## config.mk

```make
export PLATFORM = sky130hd
export DESIGN_NAME = sum_checked_frame_receiver_flat
export DESIGN_NICKNAME = d
export VERILOG_FILES = /design/src/hw/rtl/scfr_pkg.sv /design/src/hw/rtl/scfr_rx_if.sv /design/src/hw/rtl/scfr_res_if.sv /design/src/hw/rtl/scfr_in_stage.sv /design/src/hw/rtl/scfr_parser.sv /design/src/hw/rtl/scfr_res_reg.sv /design/src/hw/rtl/sum_checked_frame_receiver.sv /design/src/flat_wrapper.sv
export VERILOG_INCLUDE_DIRS = /design/src /design/src/hw/rtl
export SDC_FILE = /design/constraint.sdc
export NUM_CORES = 1
export LEC_CHECK = 0
export ABC_AREA = 0
export BUFFER_PORTS_ARGS = -buffer_cell sky130_fd_sc_hd__clkbuf_2
export CAP_MARGIN = 30
export CORE_MARGIN = 1
export CORE_UTILIZATION = 46
export DETAILED_ROUTE_END_ITERATION = 6
export REMOVE_ABC_BUFFERS = 1
export SLEW_MARGIN = 20
export SYNTH_ARGS = -nofsm -noshare
export SYNTH_HDL_FRONTEND = slang
export SYNTH_SLANG_ARGS = --single-unit
```

## constraint.sdc

```tcl
create_clock -name clk -period 10.2 [get_ports clk]
set_clock_uncertainty 0.05 [all_clocks]
set_input_delay 0.51 -clock clk [delete_from_list [all_inputs] [get_ports clk]]
set_output_delay 0.51 -clock clk [all_outputs]
set_load 0.01 [all_outputs]
```

## src/hw/rtl/sum_checked_frame_receiver_defines.svh

```systemverilog
// assertion macros of the frame receiver sources
`ifndef SUM_CHECKED_FRAME_RECEIVER_DEFINES_SVH
`define SUM_CHECKED_FRAME_RECEIVER_DEFINES_SVH

`ifndef SYNTHESIS

// concurrent check on a named clock and active-low reset
`define SCFR_ASSERT_CLK(lbl, clk_sig, rst_n_sig, prop, msg) \
	lbl: assert property (@(posedge clk_sig) disable iff (!rst_n_sig) prop) \
		else $error(msg);

// concurrent check on the block clock and reset
`define SCFR_ASSERT(lbl, prop, msg) \
	`SCFR_ASSERT_CLK(lbl, clk, arst_n, prop, msg)

`else

`define SCFR_ASSERT_CLK(lbl, clk_sig, rst_n_sig, prop, msg)

`define SCFR_ASSERT(lbl, prop, msg)

`endif

`endif

```

## src/hw/rtl/scfr_pkg.sv

```systemverilog
// types and constants of the frame receiver
package scfr_pkg;

	localparam int BYTE_W   = 8;
	localparam int STATUS_W = 2;
	localparam int VALUE_W  = 16;
	localparam int PHASE_W  = 3;

	localparam logic [BYTE_W-1:0] HEAD_A = 8'hAA;
	localparam logic [BYTE_W-1:0] HEAD_B = 8'h55;

	// parser phase codes
	localparam logic [PHASE_W-1:0] PH_HUNT    = 3'd0;
	localparam logic [PHASE_W-1:0] PH_LEN     = 3'd1;
	localparam logic [PHASE_W-1:0] PH_ID      = 3'd2;
	localparam logic [PHASE_W-1:0] PH_PAYLOAD = 3'd3;
	localparam logic [PHASE_W-1:0] PH_CHECK   = 3'd4;
	localparam logic [PHASE_W-1:0] PH_TRAIL1  = 3'd5;
	localparam logic [PHASE_W-1:0] PH_TRAIL2  = 3'd6;

	// result status codes
	localparam logic [STATUS_W-1:0] ST_OK    = 2'd0;
	localparam logic [STATUS_W-1:0] ST_SUM   = 2'd1;
	localparam logic [STATUS_W-1:0] ST_FRAME = 2'd2;

	typedef struct packed {
		logic [BYTE_W-1:0] rx_byte;
		logic              end_of_buffer;
	} rx_item_t;

	typedef struct packed {
		logic [STATUS_W-1:0] status;
		logic [BYTE_W-1:0]   identifier;
		logic [BYTE_W-1:0]   payload_length;
		logic [VALUE_W-1:0]  payload_value;
	} result_t;

endpackage

```

## src/hw/rtl/scfr_rx_if.sv

```systemverilog
// byte request channel into the frame receiver
interface scfr_rx_if;
	import scfr_pkg::*;

	logic              valid;
	logic              ready;
	logic [BYTE_W-1:0] rx_byte;
	logic              end_of_buffer;

	modport source(output valid, output rx_byte, output end_of_buffer, input ready);
	modport sink(input valid, input rx_byte, input end_of_buffer, output ready);
endinterface

```

## src/hw/rtl/scfr_res_if.sv

```systemverilog
// frame result channel out of the frame receiver
interface scfr_res_if;
	import scfr_pkg::*;

	logic                valid;
	logic                ready;
	logic [STATUS_W-1:0] status;
	logic [BYTE_W-1:0]   identifier;
	logic [BYTE_W-1:0]   payload_length;
	logic [VALUE_W-1:0]  payload_value;

	modport source(output valid, output status, output identifier,
		output payload_length, output payload_value, input ready);
	modport sink(input valid, input status, input identifier,
		input payload_length, input payload_value, output ready);
endinterface

```

## src/hw/rtl/scfr_in_stage.sv

```systemverilog
// input register stage for received bytes
module scfr_in_stage (
	input  logic                clk,
	input  logic                arst_n,
	scfr_rx_if.sink             rx,
	input  logic                take,
	output logic                item_valid,
	output scfr_pkg::rx_item_t  item
);
	import scfr_pkg::*;

	logic     valid_s1;
	rx_item_t item_s1;

	// free when empty or when the held byte moves on this cycle
	assign rx.ready   = !valid_s1 || take;
	assign item_valid = valid_s1;
	assign item       = item_s1;

	always_ff @(posedge clk or negedge arst_n) begin
		if (!arst_n) begin
			valid_s1 <= 1'b0;
		end else if (rx.ready) begin
			valid_s1 <= rx.valid;
		end
	end

	always_ff @(posedge clk) begin
		if (rx.ready && rx.valid) begin
			item_s1.rx_byte       <= rx.rx_byte;
			item_s1.end_of_buffer <= rx.end_of_buffer;
		end
	end
endmodule

```

## src/hw/rtl/scfr_parser.sv

```systemverilog
// frame state and per-byte update logic
`include "sum_checked_frame_receiver_defines.svh"

module scfr_parser (
	input  logic               clk,
	input  logic               arst_n,
	input  logic               step_en,
	input  scfr_pkg::rx_item_t item,
	output logic               emit,
	output scfr_pkg::result_t  result
);
	import scfr_pkg::*;

	logic [PHASE_W-1:0] phase_q,   phase_d;
	logic [BYTE_W-1:0]  prev_q,    prev_d;
	logic [BYTE_W-1:0]  len_q,     len_d;
	logic [BYTE_W-1:0]  seen_q,    seen_d;
	logic [BYTE_W-1:0]  sum_q,     sum_d;
	logic [BYTE_W-1:0]  ident_q,   ident_d;
	logic [VALUE_W-1:0] first_q,   first_d;
	logic [BYTE_W-1:0]  rx_sum_q,  rx_sum_d;
	logic [STATUS_W-1:0] status;
	logic [BYTE_W-1:0]  b;
	logic [BYTE_W-1:0]  seen_inc;
	logic [BYTE_W-1:0]  sum_trail;
	logic               pair;

	assign b         = item.rx_byte;
	assign pair      = (prev_q == HEAD_B) && (b == HEAD_A);
	assign seen_inc  = seen_q + 8'd1;
	assign sum_trail = sum_q + HEAD_B + HEAD_A;

	always_comb begin
		phase_d  = phase_q;
		len_d    = len_q;
		seen_d   = seen_q;
		sum_d    = sum_q;
		ident_d  = ident_q;
		first_d  = first_q;
		rx_sum_d = rx_sum_q;
		emit     = 1'b0;
		status   = ST_OK;
		unique case (phase_q)
			PH_LEN: begin
				len_d   = b;
				sum_d   = sum_q + b;
				phase_d = PH_ID;
			end
			PH_ID: begin
				ident_d = b;
				sum_d   = sum_q + b;
				phase_d = (len_q == '0) ? PH_CHECK : PH_PAYLOAD;
			end
			PH_PAYLOAD: begin
				if (seen_q != '0 && pair) begin
					emit   = 1'b1;
					status = ST_FRAME;
				end else begin
					if (seen_q == 8'd0) begin
						first_d = {b, 8'h00};
					end else if (seen_q == 8'd1) begin
						first_d = first_q | {8'h00, b};
					end
					sum_d  = sum_q + b;
					seen_d = seen_inc;
					if (seen_inc == len_q) begin
						phase_d = PH_CHECK;
					end
				end
			end
			PH_CHECK: begin
				if (len_q != '0 && pair) begin
					emit   = 1'b1;
					status = ST_FRAME;
				end else begin
					rx_sum_d = b;
					phase_d  = PH_TRAIL1;
				end
			end
			PH_TRAIL1: begin
				if (pair) begin
					emit   = 1'b1;
					status = ST_FRAME;
				end else begin
					phase_d = PH_TRAIL2;
				end
			end
			PH_TRAIL2: begin
				emit = 1'b1;
				if (!pair) begin
					status = ST_FRAME;
				end else if (sum_trail == rx_sum_q) begin
					status = ST_OK;
				end else begin
					status = ST_SUM;
				end
			end
			default: begin
				// hunt, and the unused code behaves the same
				if (prev_q == HEAD_A && b == HEAD_B) begin
					phase_d  = PH_LEN;
					len_d    = '0;
					seen_d   = '0;
					ident_d  = '0;
					first_d  = '0;
					rx_sum_d = '0;
					sum_d    = HEAD_A + HEAD_B;
				end else begin
					phase_d = PH_HUNT;
				end
			end
		endcase
		if (emit || item.end_of_buffer) begin
			phase_d = PH_HUNT;
			prev_d  = '0;
		end else begin
			prev_d  = b;
		end
	end

	// result reports the frame fields as they stood before this byte
	assign result.status         = status;
	assign result.identifier     = ident_q;
	assign result.payload_length = len_q;
	assign result.payload_value  = first_q;

	always_ff @(posedge clk or negedge arst_n) begin
		if (!arst_n) begin
			phase_q  <= PH_HUNT;
			prev_q   <= '0;
			len_q    <= '0;
			seen_q   <= '0;
			sum_q    <= '0;
			ident_q  <= '0;
			first_q  <= '0;
			rx_sum_q <= '0;
		end else if (step_en) begin
			phase_q  <= phase_d;
			prev_q   <= prev_d;
			len_q    <= len_d;
			seen_q   <= seen_d;
			sum_q    <= sum_d;
			ident_q  <= ident_d;
			first_q  <= first_d;
			rx_sum_q <= rx_sum_d;
		end
	end

	`SCFR_ASSERT(a_emit_rehunt, (step_en && emit) |=> (phase_q == PH_HUNT && prev_q == '0), "result must restart the header hunt")
	`SCFR_ASSERT(a_eob_drop, (step_en && item.end_of_buffer) |=> (phase_q == PH_HUNT), "end of buffer must drop the frame")
	`SCFR_ASSERT(a_payload_count, (phase_q == PH_PAYLOAD) |-> (seen_q < len_q), "payload count ran past the length")
endmodule

```

## src/hw/rtl/scfr_res_reg.sv

```systemverilog
// result output register
module scfr_res_reg (
	input  logic              clk,
	input  logic              arst_n,
	input  logic              load,
	input  scfr_pkg::result_t result,
	output logic              can_take,
	scfr_res_if.source        res
);
	import scfr_pkg::*;

	logic    valid_q;
	result_t result_q;

	assign can_take           = !valid_q || res.ready;
	assign res.valid          = valid_q;
	assign res.status         = result_q.status;
	assign res.identifier     = result_q.identifier;
	assign res.payload_length = result_q.payload_length;
	assign res.payload_value  = result_q.payload_value;

	always_ff @(posedge clk or negedge arst_n) begin
		if (!arst_n) begin
			valid_q <= 1'b0;
		end else if (can_take) begin
			valid_q <= load;
		end
	end

	always_ff @(posedge clk) begin
		if (can_take && load) begin
			result_q <= result;
		end
	end
endmodule

```

## src/hw/rtl/sum_checked_frame_receiver.sv

```systemverilog
// top level of the header/length/checksum/trailer frame receiver
//
// channel  dir  payload                                             handshake
// rx       in   rx_byte[7:0], end_of_buffer                         valid/ready
// res      out  status[1:0], identifier[7:0], payload_length[7:0],  valid/ready
//              payload_value[15:0]
//
// one byte request per cycle when the result side keeps up
// byte sits in the input register, the frame update and the result are one
//   level of logic into the state and result registers
// a held result stalls the parser and the input register, so at most one more byte is taken
// async reset puts the parser in header hunt with all frame fields zero
module sum_checked_frame_receiver (
	input  logic       clk,
	input  logic       arst_n,
	scfr_rx_if.sink    rx,
	scfr_res_if.source res
);
	import scfr_pkg::*;

	rx_item_t item;
	result_t  result;
	logic     item_valid;
	logic     take;
	logic     emit;
	logic     can_take;

	// the held byte steps the parser when the result register has room
	assign take = item_valid && can_take;

	scfr_in_stage u_in (
		.clk        (clk),
		.arst_n     (arst_n),
		.rx         (rx),
		.take       (take),
		.item_valid (item_valid),
		.item       (item)
	);

	// frame state machine, checksum and field capture
	scfr_parser u_parser (
		.clk     (clk),
		.arst_n  (arst_n),
		.step_en (take),
		.item    (item),
		.emit    (emit),
		.result  (result)
	);

	// only a finishing byte loads a result
	scfr_res_reg u_res (
		.clk      (clk),
		.arst_n   (arst_n),
		.load     (take && emit),
		.result   (result),
		.can_take (can_take),
		.res      (res)
	);
endmodule

```

## src/flat_wrapper.sv

```systemverilog
// flat-port wrapper written by rule: the top's interface ports become plain ports
module sum_checked_frame_receiver_flat import scfr_pkg::*;
  (clk, arst_n, rx_valid, rx_rx_byte, rx_end_of_buffer, rx_ready, res_valid, res_status, res_identifier, res_payload_length, res_payload_value, res_ready);
  scfr_rx_if rx_i ();
  scfr_res_if res_i ();
  input  logic clk;
  input  logic arst_n;
  input wire logic [$bits(rx_i.valid)-1:0] rx_valid;
  input wire logic [$bits(rx_i.rx_byte)-1:0] rx_rx_byte;
  input wire logic [$bits(rx_i.end_of_buffer)-1:0] rx_end_of_buffer;
  output wire logic [$bits(rx_i.ready)-1:0] rx_ready;
  output wire logic [$bits(res_i.valid)-1:0] res_valid;
  output wire logic [$bits(res_i.status)-1:0] res_status;
  output wire logic [$bits(res_i.identifier)-1:0] res_identifier;
  output wire logic [$bits(res_i.payload_length)-1:0] res_payload_length;
  output wire logic [$bits(res_i.payload_value)-1:0] res_payload_value;
  input wire logic [$bits(res_i.ready)-1:0] res_ready;
  assign rx_i.valid = rx_valid;
  assign rx_i.rx_byte = rx_rx_byte;
  assign rx_i.end_of_buffer = rx_end_of_buffer;
  assign rx_ready = rx_i.ready;
  assign res_valid = res_i.valid;
  assign res_status = res_i.status;
  assign res_identifier = res_i.identifier;
  assign res_payload_length = res_i.payload_length;
  assign res_payload_value = res_i.payload_value;
  assign res_i.ready = res_ready;
  sum_checked_frame_receiver u_core (.clk(clk), .arst_n(arst_n), .rx(rx_i), .res(res_i));
endmodule
```

# Yosys cells after proc, flatten, opt, wreduce, memory -nomap -nowiden
# Index checks and enable logic that the tools add are counted.
dict set report totals {
  word_cells 116
  reg_bits 112
}
dict set report classes {
  n_addsub 4
  n_mux 34
  reduce_logical 35
  bitwise 6
  eq_ne 21
}
# op n
set op_table {}
lappend op_table {{16-bit 2-to-1 mux} 4}
lappend op_table {{8-bit case mux with 2 select lines} 4}
lappend op_table {{8-bit 2-to-1 mux} 6}
lappend op_table {{16-bit case mux with 2 select lines} 1}
lappend op_table {{8-bit case mux with 3 select lines} 1}
lappend op_table {{5-bit OR reduction} 4}
lappend op_table {{3-bit 2-to-1 mux} 6}
lappend op_table {{3-bit case mux with 6 select lines} 1}
lappend op_table {{8-bit by 7-bit == test with 1-bit output (second input constant)} 2}
lappend op_table {{8-bit == test} 2}
lappend op_table {{8-bit == test (second input constant)} 2}
lappend op_table {{8-bit logical NOT} 2}
lappend op_table {{16-bit by 8-bit bitwise OR with 16-bit output} 1}
lappend op_table {{8-bit nonzero test} 2}
lappend op_table {{3-bit inequality test (second input constant)} 5}
lappend op_table {{4-bit AND reduction} 3}
lappend op_table {{3-bit == test (second input constant)} 3}
lappend op_table {{8-bit by 1-bit adder with 8-bit output (second input constant)} 1}
lappend op_table {{8-bit by 7-bit adder with 8-bit output (second input constant)} 1}
lappend op_table {{8-bit adder} 1}
lappend op_table {{8-bit adder (second input constant)} 1}
lappend op_table {{8-bit by 1-bit == test with 1-bit output (second input constant)} 1}
lappend op_table {{1-bit logical AND} 8}
lappend op_table {{2-bit 2-to-1 mux} 4}
lappend op_table {{16 further kinds} 34}

# Depth between registers and ports, before layout
dict set report logic_depth {
  depth_word 8
  ltp_mapped 10
}

# Modules after synthesis
# A second synthesis with hierarchy kept.
dict set report unflattened {
  hier_cells 446
  area_unflattened_um2 5220.0
}
# module seq_area_each_um2 instances cells_per_inst area_each_um2
set by_module_without_submodules {}
lappend by_module_without_submodules {scfr_parser 1676.6 1 393 3808.7}
lappend by_module_without_submodules {scfr_res_reg 1046.0 1 38 1074.8}
lappend by_module_without_submodules {scfr_in_stage 295.3 1 13 324.1}
lappend by_module_without_submodules {sum_checked_frame_receiver 0.0 1 2 12.5}

# Worst setup path after synthesis
# No wires, ideal clock.
dict set report synth_timing {
  path_type {reg-to-reg}
  start {register u_core.u_in.item_s1, in the netlist u_core.u_in.item[7]}
  end {register u_core.u_res.result_q, in the netlist u_core.u_res.res.identifier[0], enable pin}
  n_path_buf 1
  path_stages_with_launch 7
  slack_ns 6.834
  t_arrival_ns 2.891
  required_ns 9.725
  setup_time_ns 0.425
  path_cell_list {edfxtp_1 -> clkbuf_1 -> nor4b_2 -> nand4_1 -> a2111oi_2 -> a311oi_2 -> nor2_1}
}
dict set report synth_between {
  elab_chain_len 7
  word_cells_on_any_way 10
  classes_between {eq/ne: 1; mux: 4; reduce/logical: 5}
}
# element line
set synth_lines {}
lappend synth_lines {{start: declaration} scfr_in_stage.sv:13} ;# rx_item_t item_s1;
lappend synth_lines {{8-bit == test (*)} scfr_parser.sv:29} ;# assign pair = (prev_q == HEAD_B) && (b == HEAD_A);
lappend synth_lines {{1-bit logical AND (*)} scfr_parser.sv:29}
lappend synth_lines {{1-bit logical AND (on tied branches)} {scfr_parser.sv:72, scfr_parser.sv:55}}
lappend synth_lines {{1-bit 2-to-1 mux (on tied branches)} {scfr_parser.sv:72, scfr_parser.sv:55}}
lappend synth_lines {{1-bit case mux with 4 select lines (*)} scfr_parser.sv:43} ;# unique case (phase_q)
lappend synth_lines {{1-bit logical AND (*)} sum_checked_frame_receiver.sv:54} ;# .load (take && emit),
lappend synth_lines {{1-bit logical AND (*)} scfr_res_reg.sv:31} ;# if (can_take && load) begin
lappend synth_lines {{end signal: assignment} scfr_res_reg.sv:32} ;# result_q <= result;
lappend synth_lines {{end: declaration} scfr_res_reg.sv:13} ;# result_t result_q;
# Mark *: on every way between the ends. The rest lies on a longest branch, timed or not.
# A chain may end at the register's enable or synchronous reset.

# Worst setup path in the final report
dict set report layout_timing {
  start {register u_core.u_parser.seen_q[4]}
  end {register u_core.u_parser.phase_q[0]}
}
dict set report layout_between {
  elab_chain_len 7
  word_cells_on_any_way 14
  classes_between {add/sub: 1; eq/ne: 6; mux: 3; reduce/logical: 4}
}
# element line
set layout_lines {}
lappend layout_lines {{start: declaration} scfr_parser.sv:17} ;# logic [BYTE_W-1:0] seen_q, seen_d;
lappend layout_lines {{start signal: assignment} scfr_parser.sv:141} ;# seen_q <= seen_d;
lappend layout_lines {{parallel branches: the longest is 7 deep, another holds 8-bit by 1-bit adder with 8-bit output} -}
lappend layout_lines {{end signal: assignment} scfr_parser.sv:138} ;# phase_q <= phase_d;
lappend layout_lines {{end: declaration} scfr_parser.sv:14} ;# logic [PHASE_W-1:0] phase_q, phase_d;
# Parallel ways; which one is timed is not known.

==> impl_metrics.toml <==
[timing]
maxSlewViolCount = 0
finalSetupTns_ns = 0
finalSetupViolCount = 0
fmax_ghz = 0.312
fin_crit_sh_pct = 31.5
min_period_ns = 3.21
max_slew.worst_pin.slew_ns = 0.973
setup_ws_ns = 6.99
fin_hold_ws_ns = -0.00705
hold_violations = 5
rsz0062_at_grt = "false"
slew_headroom_pct = 34.6

[floorplanning]
dieArea_um2 = 11700
die_w_um = 108
ioPinCount = 49
start_util_pct = 47.4
core_um2 = 10900
chipHeight_um = 108
core.rowCount = 38

[global_routing]
grt_pass1_wl_um = 18100
grt_max_degree = 70
overflow = 0
antenna_found_initial = 0
grt_pass1_vias = 3381
grt_use_total_pct = 20.6

[cts]
cts_tree = "yes"
cts_setup_buffers = 0
clk_latency_ns = 0.38
clockBufferDepth = 2
ctsResizeCount = 0
cts_num_sinks = 112
clockRootBuffer = "clkbuf_8"
htreeDepth = 3
cts_hold_buf = 0
path_clk_slew_ns = 0.11
numCtsBuffers = 9

[pwr]
switching_share_pct = 34.8
p_seq_share_pct = 53.4
clockPowerShare_pct = 18.8
p_switching_mw = 0.446
power.density_nw_per_um2 = 224
comb_power_share_pct = 27.8
ir_drop_mv = 0.0993
total_power_mw = 1.28
p_leak_nw = 2.37
intPower_mw = 0.835

[place]
io_buffers = 48
place_hpwl_um = 7490
gp_congestion = 0.843
dp_slack_ns = 7.00

[logic_synthesis]
async_reset_ff_share_pct = 61.6
syn_area_um2 = 5160
yosysTopAreaCellShare_pct = 33.4
ys_warn_count = 0
synth_edf_count = 43
syn_avg_cell_area_um2 = 11.1
synth_area_leaders = "dfrtp_1 33%, edfxtp_1 25%, o21ai_0 3.9%"
synthCells = 464
ys_top_cells_by_count = "69 x dfrtp_1, 51 x nand2_1, 43 x edfxtp_1"
synth.distinct_cells = 58
yosysTopAreaCell = "dfrtp_1"
yosysMostFrequentCell = "dfrtp_1"
ys_seq_area_share_pct = 58.4
ys.flop_type = "dfrtp_1"
ys_ff_latch = 112

[flow_run]
maxCapViolations = 0

[setup_path]
cp_max_fo = 12
worstSetupEndpointType = "flop"
crit_path_start = "u_core.u_parser.seen_q[4]$_DFFE_PN0P_"
crit_arrival_ns = 3.47
crit_type = "flop to flop"
critPathRequiredTime_ns = 10.46
startpoint_type = "flop"
r2r_start = "u_core.u_parser.seen_q[4]$_DFFE_PN0P_"

[drt]
drt_wl_total_um = 11100
antenna_left = 0
viasPerCell = 5.60
vias = 3634
first_pass_iters = 5
wl_per_cell_um = 17.1
drc = 0
drt-initial-drc-count = 336

[outcome]
violations = "hold timing"
status = "finished with violations"

[final_layout]
syn_to_final_growth_pct = 10.9
fillers = 960
num_antenna_cells = 0
nets = 529
utilization_pct = 52.6
drive_gt1_share_pct = 16.1

[hold_path]
hp-class = "primary input to async pin"
## layout make-up
| cell class | instances | area (um^2) | area share (%) |
|---|---|---|---|
| clock buffer | 10 | 128 | 2.23 |
| timing repair buffer | 51 | 303 | 5.29 |
| multi-input combinational | 308 | 1980 | 34.5 |
| sequential | 112 | 3020 | 52.7 |
| clock inverter | 6 | 42.5 | 0.743 |
| inverter | 22 | 82.6 | 1.44 |
| tap | 140 | 175 | 3.06 |
## power by group through the flow
stage	clock (mW)	sequential, mW	combinational [mW]
2_1_floorplan	0	0.653	0.288
6_report	0.241	0.684	0.356
4_1_cts	0.247	0.683	0.356
5_1_grt	0.262	0.699	0.406
3_3_place_gp	0	0.688	0.347
3_5_place_dp	0	0.692	0.353
## registers in the layout (all words and copies together) (netlist names)
signal and count:
u_core.u_parser.first_q 16, u_core.u_res.res.payload_value 16, u_core.u_in.item 9, u_core.u_parser.ident_q 8, u_core.u_parser.len_q 8, u_core.u_parser.prev_q 8
u_core.u_parser.rx_sum_q 8, u_core.u_parser.seen_q 8, u_core.u_parser.sum_q 8, u_core.u_res.res.identifier 8, u_core.u_res.res.payload_length 8, u_core.u_parser.phase_q 3
u_core.u_res.res.status 2, u_core.u_in.item_valid 1, u_core.u_res.res.valid 1
## path summary, 6_finish.rpt
kind / cells past startpoint / slack [ns] / endpoint
worst max register to register: 7 / 6.99 / u_core.u_parser.phase_q[0]$_DFFE_PN0P_
worst min-delay path: 2 / -0.007 / u_core.u_res.res.valid$_DFFE_PN0P_
worst max-delay path: 7 / 6.99 / u_core.u_parser.phase_q[0]$_DFFE_PN0P_
max in group asynchronous: 3 / 9.55 / u_core.u_parser.seen_q[1]$_DFFE_PN0P_
min in group clk: 1 / 0.25 / u_core.u_in.item[7]$_DFFE_PP_
worst min register to register: 0 / 0.41 / u_core.u_res.res.identifier[5]$_DFFE_PP_
## critical path, stage by stage (launching register included)
cell      delay, ns
dfrtp_1        0.46
or4_1          0.56
nor3_2         0.55
a211oi_1       0.19
a311oi_2       0.45
nand2b_1       0.37
a311o_1        0.37
mux2i_1        0.14
## layout by cell type, fill, tap and decap left out, types with 5 or more instances in the layout
cell type,n
inv_1,21
xnor2_1,20
clkbuf_2,47
ha_1,11
edfxtp_1,43
clkbuf_8,9
nand2b_1,6
a41oi_1,9
xor2_1,7
nor3_1,5
o21ai_0,40
a22o_1,18
nand3_1,5
nand2_1,51
nand4_1,12
nor2_1,30
a21oi_1,16
dfrtp_1,69
o21ai_1,10
## kinds of logic after synthesis
family,synth area share [%]
AND/OR/NAND/NOR,15.0
buffers and inverters,3.42
adder cells (fa/ha/maj),3.05
flip-flops,58.4
XOR/XNOR,4.58
multiplexers,0.194
AO/OA/AOI/OAI,15.4
## per-stage QoR
step                cell area [um^2]  cells
floorplan                       5070    442
global placement                5500    631
detailed placement              5500    631
CTS                             5670    647
global route                    5730    649
finish                          5730    649
## metal layers
layer / wire length, um / up-vias / track usage [%]
met3: 517 / 13 / 4.22
li1: - / 1756 / -
met1: 5470 / 1761 / 31.0
met5: 0 / - / 0
met4: 167 / 0 / 5.97
met2: 4960 / 104 / 30.1
Power figures use the tool's default switching activity.
